`config.mk`:
```
export PLATFORM = sky130hd
export DESIGN_NAME = windowed_range_stability_averager_top
export DESIGN_NICKNAME = d
export VERILOG_FILES = /design/src/hdl/wrsa_pkg.sv /design/src/hdl/windowed_range_stability_averager_top.sv /design/src/hdl/wrsa_front.sv /design/src/hdl/wrsa_divider.sv /design/src/hdl/wrsa_back.sv
export SDC_FILE = /design/constraint.sdc
export NUM_CORES = 1
export LEC_CHECK = 0
export ABC_AREA = 1
export BUFFER_PORTS_ARGS = -buffer_cell sky130_fd_sc_hd__buf_2
export CAP_MARGIN = 20
export CORE_MARGIN = 2
export CORE_UTILIZATION = 69
export DETAILED_ROUTE_END_ITERATION = 8
export HOLD_SLACK_MARGIN = 0.1
export PLACE_DENSITY = 0.86
export SYNTH_ARGS = -nofsm -noshare
export SYNTH_HDL_FRONTEND = slang
export SYNTH_SLANG_ARGS = --single-unit
```
`constraint.sdc`:
```
create_clock -name clk -period 14.3 [get_ports clk]
set_clock_uncertainty 0.1 [all_clocks]
set_input_delay 1.43 -clock clk [delete_from_list [all_inputs] [get_ports clk]]
set_output_delay 1.43 -clock clk [all_outputs]
set_load 0.005 [all_outputs]
```
`src/hdl/wrsa_pkg.sv`:
```
// ----------------------------------------------------------------------------
// wrsa_pkg
// Shared types and constants of the windowed range stability averager.
// ----------------------------------------------------------------------------
package wrsa_pkg;

  // Window saturation limit for sum and count; the count is 8 bits wide.
  localparam int MAX_SAMPLES = 255;
  localparam logic [7:0] CNT_LIMIT = (MAX_SAMPLES < 255) ? 8'(MAX_SAMPLES) : 8'd255;

  localparam logic [7:0] RANGE_NO_TARGET = 8'd255;
  localparam logic [3:0] STATUS_OK       = 4'd0;
  localparam logic       FUNC_SAMPLE     = 1'b0;
  localparam logic       FUNC_CLOSE      = 1'b1;

  // -1.0 in Q.8
  localparam logic signed [31:0] CAL_NO_DATA = -32'sd256;

  // Configuration register indexes
  localparam logic [1:0] CFG_SPREAD_LIMIT = 2'd0;
  localparam logic [1:0] CFG_CAL_OFFSET   = 2'd1;
  localparam logic [1:0] CFG_CAL_GAIN     = 2'd2;

  // Reset values of the configuration registers
  localparam logic [7:0]         SPREAD_LIMIT_RST = 8'd5;
  localparam logic signed [23:0] CAL_OFFSET_RST   = 24'sd0;
  localparam logic signed [15:0] CAL_GAIN_RST     = 16'sd256;

  // Event queue
  localparam int Q_DEPTH = 2;
  localparam int Q_AW    = 1;

  // Divider: (sum << 8) / count, one quotient bit per cycle
  localparam int DIV_STEPS = 24;
  localparam int DIV_CW    = 5;

  typedef enum logic [1:0] {
    EV_GOOD,
    EV_BAD,
    EV_CLOSE
  } ev_kind_t;

  typedef struct packed {
    ev_kind_t   kind;
    logic [7:0] range_mm;
  } ev_t;

  typedef struct packed {
    logic valid;
    ev_t  ev;
  } q_head_t;

  typedef struct packed {
    logic [7:0]         spread_limit;
    logic signed [23:0] cal_offset;
    logic signed [15:0] cal_gain;
  } cfg_t;

  typedef struct packed {
    logic busy;
    logic done;
  } div_stat_t;

endpackage

```
`src/hdl/windowed_range_stability_averager_top.sv`:
```
// ----------------------------------------------------------------------------
// windowed_range_stability_averager_top
// Collects range samples into a window; a close request reports the mean
// (Q8.8), a calibrated value mean*gain+offset (Q.8) and a stability flag.
// ----------------------------------------------------------------------------
//
//  channel | handshake           | payload
//  --------+---------------------+-----------------------------------------
//  in      | in_valid/in_ready   | func, range_mm, range_status
//  out     | out_valid/out_ready | has_data, stable, mean_range,
//          |                     | calibrated_value
//  cfg     | cfg_valid/cfg_ready | cfg_index (0 limit, 1 offset, 2 gain),
//          |                     | cfg_data
//
//  A sample request is handled in the back end's idle state. A close request
//  with data passes divider load, 24 divider steps (one quotient bit per
//  cycle), the divider done step, then multiply and offset add; an empty
//  window skips the divider.
//  Reset is synchronous, active low; no clearing pass is needed.
//  A two-entry queue between front and back keeps input accepted while the
//  back end divides; a full queue drops in_ready. A waiting result holds the
//  back end in its final step until out_ready takes it.
//  cfg_ready is always high.
// ----------------------------------------------------------------------------
module windowed_range_stability_averager_top (
  input  logic               clk,
  input  logic               rst_n,
  // input requests
  input  logic               in_valid,
  output logic               in_ready,
  input  logic               in_func,
  input  logic [7:0]         in_range_mm,
  input  logic [3:0]         in_range_status,
  // results
  output logic               out_valid,
  input  logic               out_ready,
  output logic               out_has_data,
  output logic               out_stable,
  output logic [15:0]        out_mean_range,
  output logic signed [31:0] out_calibrated_value,
  // configuration writes
  input  logic               cfg_valid,
  output logic               cfg_ready,
  input  logic [1:0]         cfg_index,
  input  logic [23:0]        cfg_data
);

  wrsa_pkg::cfg_t    cfg_r;
  wrsa_pkg::q_head_t q_head;
  logic              q_pop;

  assign cfg_ready = 1'b1;

  // Register file; an unknown index is ignored.
  always_ff @(posedge clk) begin
    if (!rst_n) begin
      cfg_r.spread_limit <= wrsa_pkg::SPREAD_LIMIT_RST;
      cfg_r.cal_offset   <= wrsa_pkg::CAL_OFFSET_RST;
      cfg_r.cal_gain     <= wrsa_pkg::CAL_GAIN_RST;
    end else if (cfg_valid && cfg_ready) begin
      unique case (cfg_index)
        wrsa_pkg::CFG_SPREAD_LIMIT: cfg_r.spread_limit <= cfg_data[7:0];
        wrsa_pkg::CFG_CAL_OFFSET:   cfg_r.cal_offset   <= $signed(cfg_data);
        wrsa_pkg::CFG_CAL_GAIN:     cfg_r.cal_gain     <= $signed(cfg_data[15:0]);
        default: ;
      endcase
    end
  end

  // Front: classify good, bad and close requests into the queue.
  wrsa_front u_front (
    .clk             (clk),
    .rst_n           (rst_n),
    .in_valid        (in_valid),
    .in_ready        (in_ready),
    .in_func         (in_func),
    .in_range_mm     (in_range_mm),
    .in_range_status (in_range_status),
    .q_head          (q_head),
    .q_pop           (q_pop)
  );

  // Back: window state, divider, calibration and the output register.
  wrsa_back u_back (
    .clk                  (clk),
    .rst_n                (rst_n),
    .cfg                  (cfg_r),
    .q_head               (q_head),
    .q_pop                (q_pop),
    .out_valid            (out_valid),
    .out_ready            (out_ready),
    .out_has_data         (out_has_data),
    .out_stable           (out_stable),
    .out_mean_range       (out_mean_range),
    .out_calibrated_value (out_calibrated_value)
  );

endmodule

```
`src/hdl/wrsa_front.sv`:
```
// ----------------------------------------------------------------------------
// wrsa_front
// Accepts requests, classifies them and queues them for the back end.
// ----------------------------------------------------------------------------
module wrsa_front (
  input  logic              clk,
  input  logic              rst_n,
  input  logic              in_valid,
  output logic              in_ready,
  input  logic              in_func,
  input  logic [7:0]        in_range_mm,
  input  logic [3:0]        in_range_status,
  output wrsa_pkg::q_head_t q_head,
  input  logic              q_pop
);

  wrsa_pkg::ev_t         q_mem [wrsa_pkg::Q_DEPTH];
  logic [wrsa_pkg::Q_AW-1:0] wr_ptr_r, rd_ptr_r;
  logic [wrsa_pkg::Q_AW:0]   count_r;
  wrsa_pkg::ev_t         ev_in;
  logic                  push, pop;

  always_comb begin
    ev_in.range_mm = in_range_mm;
    if (in_func == wrsa_pkg::FUNC_CLOSE) begin
      ev_in.kind = wrsa_pkg::EV_CLOSE;
    end else if (in_range_status != wrsa_pkg::STATUS_OK ||
                 in_range_mm == wrsa_pkg::RANGE_NO_TARGET) begin
      ev_in.kind = wrsa_pkg::EV_BAD;
    end else begin
      ev_in.kind = wrsa_pkg::EV_GOOD;
    end
  end

  assign in_ready     = (count_r != (wrsa_pkg::Q_AW+1)'(wrsa_pkg::Q_DEPTH));
  assign push         = in_valid && in_ready;
  assign pop          = q_pop && (count_r != '0);
  assign q_head.valid = (count_r != '0);
  assign q_head.ev    = q_mem[rd_ptr_r];

  always_ff @(posedge clk) begin
    if (push) begin
      q_mem[wr_ptr_r] <= ev_in;
    end
  end

  always_ff @(posedge clk) begin
    if (!rst_n) begin
      wr_ptr_r <= '0;
      rd_ptr_r <= '0;
      count_r  <= '0;
    end else begin
      if (push) wr_ptr_r <= wr_ptr_r + 1'b1;
      if (pop)  rd_ptr_r <= rd_ptr_r + 1'b1;
      case ({push, pop})
        2'b10:   count_r <= count_r + 1'b1;
        2'b01:   count_r <= count_r - 1'b1;
        default: count_r <= count_r;
      endcase
    end
  end

endmodule

```
`src/hdl/wrsa_divider.sv`:
```
// ----------------------------------------------------------------------------
// wrsa_divider
// Restoring divider, (sum << 8) / count, one quotient bit per cycle.
// ----------------------------------------------------------------------------
module wrsa_divider (
  input  logic                clk,
  input  logic                rst_n,
  input  logic                start,
  input  logic [15:0]         sum,
  input  logic [7:0]          count,
  output wrsa_pkg::div_stat_t stat,
  output logic [15:0]         quotient
);

  logic [23:0]                 dvd_r;
  logic [7:0]                  dsr_r;
  logic [7:0]                  rem_r, rem_nxt;
  logic [15:0]                 quo_r;
  logic [wrsa_pkg::DIV_CW-1:0] cnt_r;
  logic                        busy_r, done_r;
  logic [8:0]                  trial;
  logic                        ge;

  always_comb begin
    trial   = {rem_r, dvd_r[23]};
    ge      = (trial >= {1'b0, dsr_r});
    rem_nxt = ge ? 8'(trial - {1'b0, dsr_r}) : trial[7:0];
  end

  always_ff @(posedge clk) begin
    if (start) begin
      dvd_r <= {sum, 8'd0};
      dsr_r <= count;
      rem_r <= '0;
    end else if (busy_r) begin
      dvd_r <= {dvd_r[22:0], 1'b0};
      rem_r <= rem_nxt;
      quo_r <= {quo_r[14:0], ge};
    end
  end

  always_ff @(posedge clk) begin
    if (!rst_n) begin
      busy_r <= 1'b0;
      done_r <= 1'b0;
      cnt_r  <= '0;
    end else begin
      done_r <= 1'b0;
      if (start) begin
        busy_r <= 1'b1;
        cnt_r  <= '0;
      end else if (busy_r) begin
        cnt_r <= cnt_r + 1'b1;
        if (cnt_r == wrsa_pkg::DIV_CW'(wrsa_pkg::DIV_STEPS - 1)) begin
          busy_r <= 1'b0;
          done_r <= 1'b1;
        end
      end
    end
  end

  assign stat.busy = busy_r;
  assign stat.done = done_r;
  assign quotient  = quo_r;

endmodule

```
`src/hdl/wrsa_back.sv`:
```
// ----------------------------------------------------------------------------
// wrsa_back
// Window accumulator and report sequencer: divide, scale, offset, output.
// ----------------------------------------------------------------------------
module wrsa_back (
  input  logic                clk,
  input  logic                rst_n,
  input  wrsa_pkg::cfg_t      cfg,
  input  wrsa_pkg::q_head_t   q_head,
  output logic                q_pop,
  output logic                out_valid,
  input  logic                out_ready,
  output logic                out_has_data,
  output logic                out_stable,
  output logic [15:0]         out_mean_range,
  output logic signed [31:0]  out_calibrated_value
);

  typedef enum logic [1:0] {
    ST_IDLE,
    ST_DIV,
    ST_MUL,
    ST_FIN
  } state_t;

  state_t state_r;

  logic [15:0] sum_r;
  logic [7:0]  cnt_r, min_r, max_r;
  logic        ok_r;

  logic        rep_has_r, rep_ok_r;
  logic [15:0] mean_r;
  logic signed [32:0] prod_r;

  logic               out_valid_r, out_has_r, out_stable_r;
  logic [15:0]        out_mean_r;
  logic signed [31:0] out_cal_r;

  logic [7:0]  rng, min_nxt, max_nxt;
  logic        ok_nxt;
  logic        div_start, out_free;
  logic signed [32:0] prod_nxt;
  logic signed [31:0] cal_nxt;

  wrsa_pkg::div_stat_t div_stat;
  logic [15:0]         div_quo;

  wrsa_divider u_div (
    .clk      (clk),
    .rst_n    (rst_n),
    .start    (div_start),
    .sum      (sum_r),
    .count    (cnt_r),
    .stat     (div_stat),
    .quotient (div_quo)
  );

  assign rng       = q_head.ev.range_mm;
  assign q_pop     = (state_r == ST_IDLE) && q_head.valid;
  assign div_start = q_pop && (q_head.ev.kind == wrsa_pkg::EV_CLOSE) && (cnt_r != '0);
  assign out_free  = !out_valid_r || out_ready;

  always_comb begin
    min_nxt  = (rng < min_r) ? rng : min_r;
    max_nxt  = (rng > max_r) ? rng : max_r;
    ok_nxt   = ok_r && ((max_nxt - min_nxt) <= cfg.spread_limit);
    prod_nxt = $signed({1'b0, mean_r}) * cfg.cal_gain;
    // floor(prod / 256) is an arithmetic shift
    cal_nxt  = {{7{prod_r[32]}}, prod_r[32:8]} + {{8{cfg.cal_offset[23]}}, cfg.cal_offset};
  end

  always_ff @(posedge clk) begin
    if (!rst_n) begin
      state_r     <= ST_IDLE;
      sum_r       <= '0;
      cnt_r       <= '0;
      min_r       <= wrsa_pkg::RANGE_NO_TARGET;
      max_r       <= '0;
      ok_r        <= 1'b1;
      out_valid_r <= 1'b0;
    end else begin
      // In the final step a free output register is reloaded below.
      if (out_valid_r && out_ready && state_r != ST_FIN) out_valid_r <= 1'b0;
      unique case (state_r)
        ST_IDLE: begin
          if (q_head.valid) begin
            case (q_head.ev.kind)
              wrsa_pkg::EV_GOOD: begin
                if (cnt_r < wrsa_pkg::CNT_LIMIT) begin
                  sum_r <= sum_r + {8'd0, rng};
                  cnt_r <= cnt_r + 1'b1;
                end
                min_r <= min_nxt;
                max_r <= max_nxt;
                ok_r  <= ok_nxt;
              end
              wrsa_pkg::EV_CLOSE: begin
                rep_has_r <= (cnt_r != '0);
                rep_ok_r  <= ok_r;
                mean_r    <= '0;
                sum_r     <= '0;
                cnt_r     <= '0;
                min_r     <= wrsa_pkg::RANGE_NO_TARGET;
                max_r     <= '0;
                ok_r      <= 1'b1;
                state_r   <= (cnt_r != '0) ? ST_DIV : ST_MUL;
              end
              default: ok_r <= 1'b0;
            endcase
          end
        end
        ST_DIV: begin
          if (div_stat.done) begin
            mean_r  <= div_quo;
            state_r <= ST_MUL;
          end
        end
        ST_MUL: begin
          prod_r  <= prod_nxt;
          state_r <= ST_FIN;
        end
        ST_FIN: begin
          if (out_free) begin
            out_valid_r  <= 1'b1;
            out_has_r    <= rep_has_r;
            out_stable_r <= rep_ok_r;
            out_mean_r   <= mean_r;
            out_cal_r    <= rep_has_r ? cal_nxt : wrsa_pkg::CAL_NO_DATA;
            state_r      <= ST_IDLE;
          end
        end
        default: state_r <= ST_IDLE;
      endcase
    end
  end

  assign out_valid            = out_valid_r;
  assign out_has_data         = out_has_r;
  assign out_stable           = out_stable_r;
  assign out_mean_range       = out_mean_r;
  assign out_calibrated_value = out_cal_r;

`ifndef ASSERT_OFF
  a_div_in_div_state: assert property (@(posedge clk) disable iff (!rst_n)
    div_stat.done |-> state_r == ST_DIV)
    else $error("divider finished outside the divide state");

  a_div_running: assert property (@(posedge clk) disable iff (!rst_n)
    state_r == ST_DIV |-> div_stat.busy || div_stat.done)
    else $error("divide state without a running divider");

  a_no_data_result: assert property (@(posedge clk) disable iff (!rst_n)
    out_valid_r && !out_has_r |-> out_mean_r == '0 && out_cal_r == wrsa_pkg::CAL_NO_DATA)
    else $error("empty window result carries data");

  a_count_limit: assert property (@(posedge clk) disable iff (!rst_n)
    cnt_r <= wrsa_pkg::CNT_LIMIT)
    else $error("window count beyond its limit");

  a_close_clears: assert property (@(posedge clk) disable iff (!rst_n)
    q_pop && q_head.ev.kind == wrsa_pkg::EV_CLOSE |=> cnt_r == '0 && ok_r)
    else $error("window not cleared after close");
`endif

endmodule

```
# --- Word level (Yosys, flattened, before mapping) ---
# Memories as Yosys holds them, arrays and structs flattened. A register that Yosys moved wholly into a read port is not among the register bits.
# Index checks and enable logic that the tools add are counted.
totals:
  ram_bits: 20
  reg_bits: 252
  wordCells: 136
  mem_count: 1
memory_table:
  columns: ["name", "words", "width", "rd", "rd_clocked_by_memory_dff", "write_ports", "line", "text"]
  rows:
  - ["u_front.q_mem", 2, 10, 1, 1, 1, "wrsa_front.sv:17", "wrsa_pkg::ev_t q_mem [wrsa_pkg::Q_DEPTH];"]
classes:
  bitwise: 3
  mux: 36
  reduce_logical: 35
  n_eq_ne: 17
  n_mul: 1
  n_addsub: 10
  order_cmp: 5
op_table:
  columns: ["operator", "n"]
  rows:
  - ["$mux W16", 4]
  - ["$pmux W16 S2", 2]
  - ["$mux W24", 2]
  - ["$pmux W8 S2", 3]
  - ["$mul A17 B16 Y33", 1]
  - ["$mux W8", 4]
  - ["$add A25 B24 Y26", 1]
  - ["$add A16 B8 Y16", 1]
  - ["$sub A8 B8 Y8", 2]
  - ["$mux W1", 12]
  - ["$mux W2", 6]
  - ["$reduce_and A2 Y1", 6]
  - ["$reduce_and A4 Y1", 3]
  - ["$eq A2 B2 Y1 const B", 5]
  - ["$reduce_bool A2 Y1", 5]
  - ["$ge A9 B8 Y1", 1]
  - ["$add A8 B1 Y8 const B", 1]
  - ["$eq A8 B8 Y1 const B", 1]
  - ["$gt A8 B8 Y1", 1]
  - ["$le A8 B8 Y1", 1]
  - ["$logic_and A1 B1 Y1", 8]
  - ["$lt A8 B8 Y1", 1]
  - ["$lt A8 B8 Y1 const B", 1]
  - ["$ne A2 B2 Y1 const B", 4]
  - ["20 further kinds", 31]

# --- Longest topological paths before layout ---
logic_depth:
  word_depth: 6
  mapped_depth: 34

# --- Modules after synthesis ---
# From an unflattened synthesis, not the netlist that was laid out.
hier_totals:
  hier_cells: 2928
  hier_area_um2: 22904.5
by_module_without_submodules:
  columns: ["module", "area_each_um2", "cells_per_inst", "n_inst", "seq_area_each_um2"]
  rows:
  - ["wrsa_back", 17269.1, 2269, 1, 3493.4]
  - ["wrsa_divider", 2613.8, 275, 1, 1501.4]
  - ["windowed_range_stability_averager_top", 1995.7, 306, 1, 960.9]
  - ["wrsa_front", 1026.0, 78, 1, 700.7]

# --- Least setup slack after synthesis ---
# No wires, ideal clock.
synth_timing:
  path_kind: "register -> register"
  startpoint: "register u_back.mean_r[7]"
  endpoint: "register u_back.prod_r[22], data pin"
  setup_time_ns: 0.260
  arrival_ns: 5.303
  slack_ns: 8.637
  required_time_ns: 13.940
  n_path_buf: 2
  path_stages_with_launch: 21
  cell_sequence: "edfxtp_1 > clkbuf_1 > clkbuf_1 > nand2_1 > fa_1 > inv_1 > fa_1 > fa_1 > fa_1 > fa_1 > inv_1 > fa_1 > inv_1 > ha_1 > nand2_1 > nand2_1 > a31oi_1 > o21ai_0 > a21oi_1 > nand2_1 > xor2_1"
synth_between:
  elab_chain_cells: 1
synth_lines:
  columns: ["item", "line", "text"]
  rows:
  - ["start, declared", "wrsa_back.sv:33", "logic [15:0] mean_r;"]
  - ["start signal, assigned", "wrsa_back.sv:115", "mean_r <= div_quo;"]
  - ["$mul A17 B16 Y33", "wrsa_back.sv:68", "prod_nxt = $signed({1'b0, mean_r}) * cfg.cal_gain;"]
  - ["via u_back.prod_nxt[22]", "wrsa_back.sv:43", "logic signed [32:0] prod_nxt;"]
  - ["end signal, assigned", "wrsa_back.sv:120", "prod_r <= prod_nxt;"]
  - ["end, declared", "wrsa_back.sv:34", "logic signed [32:0] prod_r;"]
# The timed path passes the listed nets, and every way through them passes these cells.
# A chain may end at the register's enable or synchronous reset.

# --- Worst setup path after layout ---
layout_timing:
  startpoint: "register u_back.mean_r[7]"
  endpoint: "register u_back.prod_r[25], data pin"
# The elaborated chain is that of the path after synthesis.

==> run summary <==
The flow ran to the end, and the final reports show no timing, DRC or antenna violations. The max-capacitance violation count came out at 0. The top flip-flop cell by instance count after synthesis was edfxtp_1.

The count of clock tree sinks was 259; the placement-stage worst setup slack was 8101 ps. The run gives 22,160 um2 as the area of the mapped netlist. Summed over all nets, the half-perimeter wirelength after detailed placement is 44,390 um. The number of enable flip-flop cells after synthesis works out to 147.

For this design the top-level I/O count stands at 97. The max-slew violation count is 0. Across the VDD grid, the largest voltage drop is 143.0 uV. Actual transition at the worst max-transition pin: 1035 ps. The die area is 33,560 um2, and the proportion of synthesized flip-flops having asynchronous set or reset is 0%. Setup slack closes at 8049 ps. Power density over cell area: 149.7 nW/um2.

The core box area is 31,560 um2. The path class of the tightest hold or removal check is reg -> reg. The synthesized design spends more area on one cell type than any other, namely edfxtp_1. The delay of the slowest cell on the worst path was 890 ps. On the critical path the largest part of the delay comes from adder cells. Proportion of netlist area held by the largest area contributor: 19.92%. In this run the remaining antenna-violating nets after routing total 0.

By area the synthesized netlist is led by edfxtp_1, fa_1, ha_1, nand2_1, dfxtp_1. The total wire length is 57,180 um. Before antenna repair, the detailed router went through 6 iterations. The shortest period the worst path allows is 6251 ps, and the final weighted congestion in routability-driven placement is 0.9795. The tools report the pin count of the biggest net entering global routing as 46. Clock root buffer: clkbuf_16. The global-route usage over all layers is 34.60%, and the CTS clock-pin slew for the worst setup and hold paths is 70 ps. For the worst-skew pair, the clock arrives at the later sink with an insertion delay of 560 ps. Of the available clock period, the critical path in the final layout requires 43.72%. The proportion of synthesized chip area in sequential cells is 30.04%. In this run the cell area measured after placement is 22,770 um2. The detailed-route DRC error count is 0. Leakage power: 0.01224 uW.

The logs give 91,530 um for the first-pass GRT wire length and 30.93% for the remaining max-slew budget at the tightest pin. At the worst endpoint, the arrival time is 6440 ps. Summed over all failing endpoints, the final setup total negative slack is 0 ps.

The post-synthesis average cell area was 8.081 um2; the buffer levels on the longest clock path was 3. Buffers inserted during clock tree synthesis total 28. The post-synthesis register bit count is 259. The final number of hold-violating endpoints is 0, and the post-CTS repair timing setup buffer count is 0. STA classifies the critical path startpoint as a register. Static timing analysis puts the maximum clock frequency at 160.0 MHz. The netlist uses 53 different library cells. Starting density of the core: 70.22%.

After global routing the overflow that remains totals 0. After clock tree synthesis, the repair step resized 0 gates. CTS H-tree depth: 1.

Setup repair after global routing left no endpoint under its margin. The count of buffers from port buffering works out to 95. For the number of nets in the layout, the log shows 3,219. The wire length per cell is 17.85 um. TritonCTS built the clock tree. The area overhead of the layout relative to synthesis was 6.934%. The most numerous cell type found on the critical path is fa_1. Traced cell by cell, the critical path runs through nand2_1 > fa_1 > inv_1 > fa_1 > fa_1 > fa_1 > fa_1 > inv_1 > fa_1 > inv_1 > ha_1 > a21o_1 > a31oi_1 > o21ai_0 > a21oi_1 > nand2_1 > xor2_1. STA classifies the critical path endpoint as a register.

Type of the setup path with the least slack: reg -> reg. Data on the critical path is required at its endpoint by 14,490 ps. The tools report the Yosys warning count as 0. The number of vias in the routed layout is 18,220. The tools report the number of antenna repair diodes as 0. The net count after synthesis is 3,182, and the number of antenna violations at the first check in global routing is 0.

Of the cells placed in the final design, the portion with a size suffix greater than 1 is 7.283%. Using the TritonRoute via totals, the vias-per-cell ratio works out to 5.689. Setup violations remaining at the end of the flow were counted as 0. In this run the horizontal extent of the chip is 183.2 um.

Die extent in y: 183.2 um. Leaving out fill and tap cells, the most frequent cell in the layout is nand2_1. The worst-path cell with the longest stage delay is edfxtp_1.

Number of buffers inserted for hold repair after clock tree synthesis: 0. The count of mapped cells out of synthesis was 2,742. In this run the worst path has a maximum fanout of 17. The run gives 18,230 as the via count of the first global-routing pass. The library cells used most frequently in the layout, excluding fill and tap cells, are nand2_1, inv_1, ha_1, fa_1, a21oi_1. After floorplanning, the core was divided into 65 placement rows.

The count of buffer and inverter cells on the critical path came out at 3. For the number of DRC markers after the initial detailed-route iteration, the log shows 1,673. The finished cells cover 23,690 um2.
## layout make-up
| class | count | area (um2) |
|---|---|---|
| Inverter | 582 | 2190 |
| Multi-Input combinational cell | 1806 | 12890 |
| Sequential cell | 259 | 6656 |
| Tap cell | 402 | 503.0 |
| Timing Repair Buffer | 102 | 528.0 |
| Clock buffer | 36 | 803.3 |
| Fill cell | 2275 | 7861 |
| Clock inverter | 16 | 122.6 |
## worst reg2reg max path, stage by stage (launching register included)
cell and delay [ps]:
edfxtp_1 890, nand2_1 190, fa_1 580, inv_1 60, fa_1 540, fa_1 500, fa_1 530, fa_1 550
inv_1 60, fa_1 530, inv_1 40, ha_1 390, a21o_1 220, a31oi_1 220, o21ai_0 180, a21oi_1 150
nand2_1 100, xor2_1 150
## cells by family (layout without fill, tap and decap cells)
group                    count (synthesis)  count (layout)  synth area share [%]
AO/OA/AOI/OAI                          381             381                 9.504
XOR/XNOR                                26              26                 1.028
adder cells (fa/ha/maj)                396             396                 29.04
buffers and inverters                  677             736                 11.82
flip-flops                             259             259                 30.04
other                                    1               1               0.01692
AND/OR/NAND/NOR                       1002            1002                 18.55
## Yosys cell counts, types with 7 or more instances
library cell	number
buf_4	9
o21ai_0	116
or2_2	20
edfxtp_1	147
buf_2	7
dfxtp_1	112
o21bai_1	13
ha_1	199
a21o_1	14
a21oi_1	174
nand3_1	89
fa_1	197
nand2_1	661
clkbuf_1	73
inv_1	573
nor2_1	163
nor3_1	21
o211ai_1	7
o21ai_1	20
nand4_1	20
xor2_1	20
a31oi_1	11
## worst paths after layout
| kind | from | endpoint | slack (ps) | cells past startpoint |
|---|---|---|---|---|
| worst max-delay path | u_back.mean_r[7] | u_back.prod_r[25] | 8050 | 17 |
| worst max register to register | u_back.mean_r[7] | u_back.prod_r[25] | 8050 | 17 |
| worst min register to register | u_back.ok_r | u_back.rep_ok_r | 340 | 0 |
| worst min-delay path | u_back.ok_r | u_back.rep_ok_r | 340 | 0 |
## where the power goes
group	internal (uW)	total (uW)	switching, uW
clock	416	726	310
combinational	605	1750	1140
sequential	929	1070	145
total	1950	3550	1600
## sequential cells by signal, indices dropped and copies added, names as in the netlist, 2 cells and up, named ones only
name and flops:
u_front.q_mem 20, u_back.sum_r 16, u_back.out_mean_range 16, u_front.count_r 2, u_back.u_div.cnt_r 5, u_back.cnt_r 8
u_back.state_r 2, u_back.u_div.dsr_r 8, u_back.u_div.rem_r 8, u_back.min_r 8, u_back.out_calibrated_value 26, u_back.u_div.dvd_r 16
u_back.prod_r 25, cfg_r 48, u_back.u_div.quotient 16, u_back.mean_r 16, u_back.max_r 8
## metal layers
metal / wire [um] / vias to the layer above / global-route usage (%) / part of all wire [%]
met1: 23040 / 8549 / 45.71 / 40
met5: 0 / - / 0 / 0
met4: 2118 / 0 / 12.16 / 3.7
met3: 4871 / 167 / 4.587 / 8.5
li1: - / 8634 / - / -
met2: 27150 / 871 / 59.02 / 47
## through the flow
stage          hold WS, ps  total power, uW  std cells  utilization, %
3_5_place_dp         327.7             2792       3151           72.15
3_3_place_gp         307.6             2723       3151           72.15
2_1_floorplan        300.3             2311       2742               -
4_1_cts              343.3             3530       3203           75.09
6_report             341.0             3546       3203           75.09
5_1_grt              356.8             3822       3203           75.09
No activity file was read; power rests on OpenSTA's default activity.
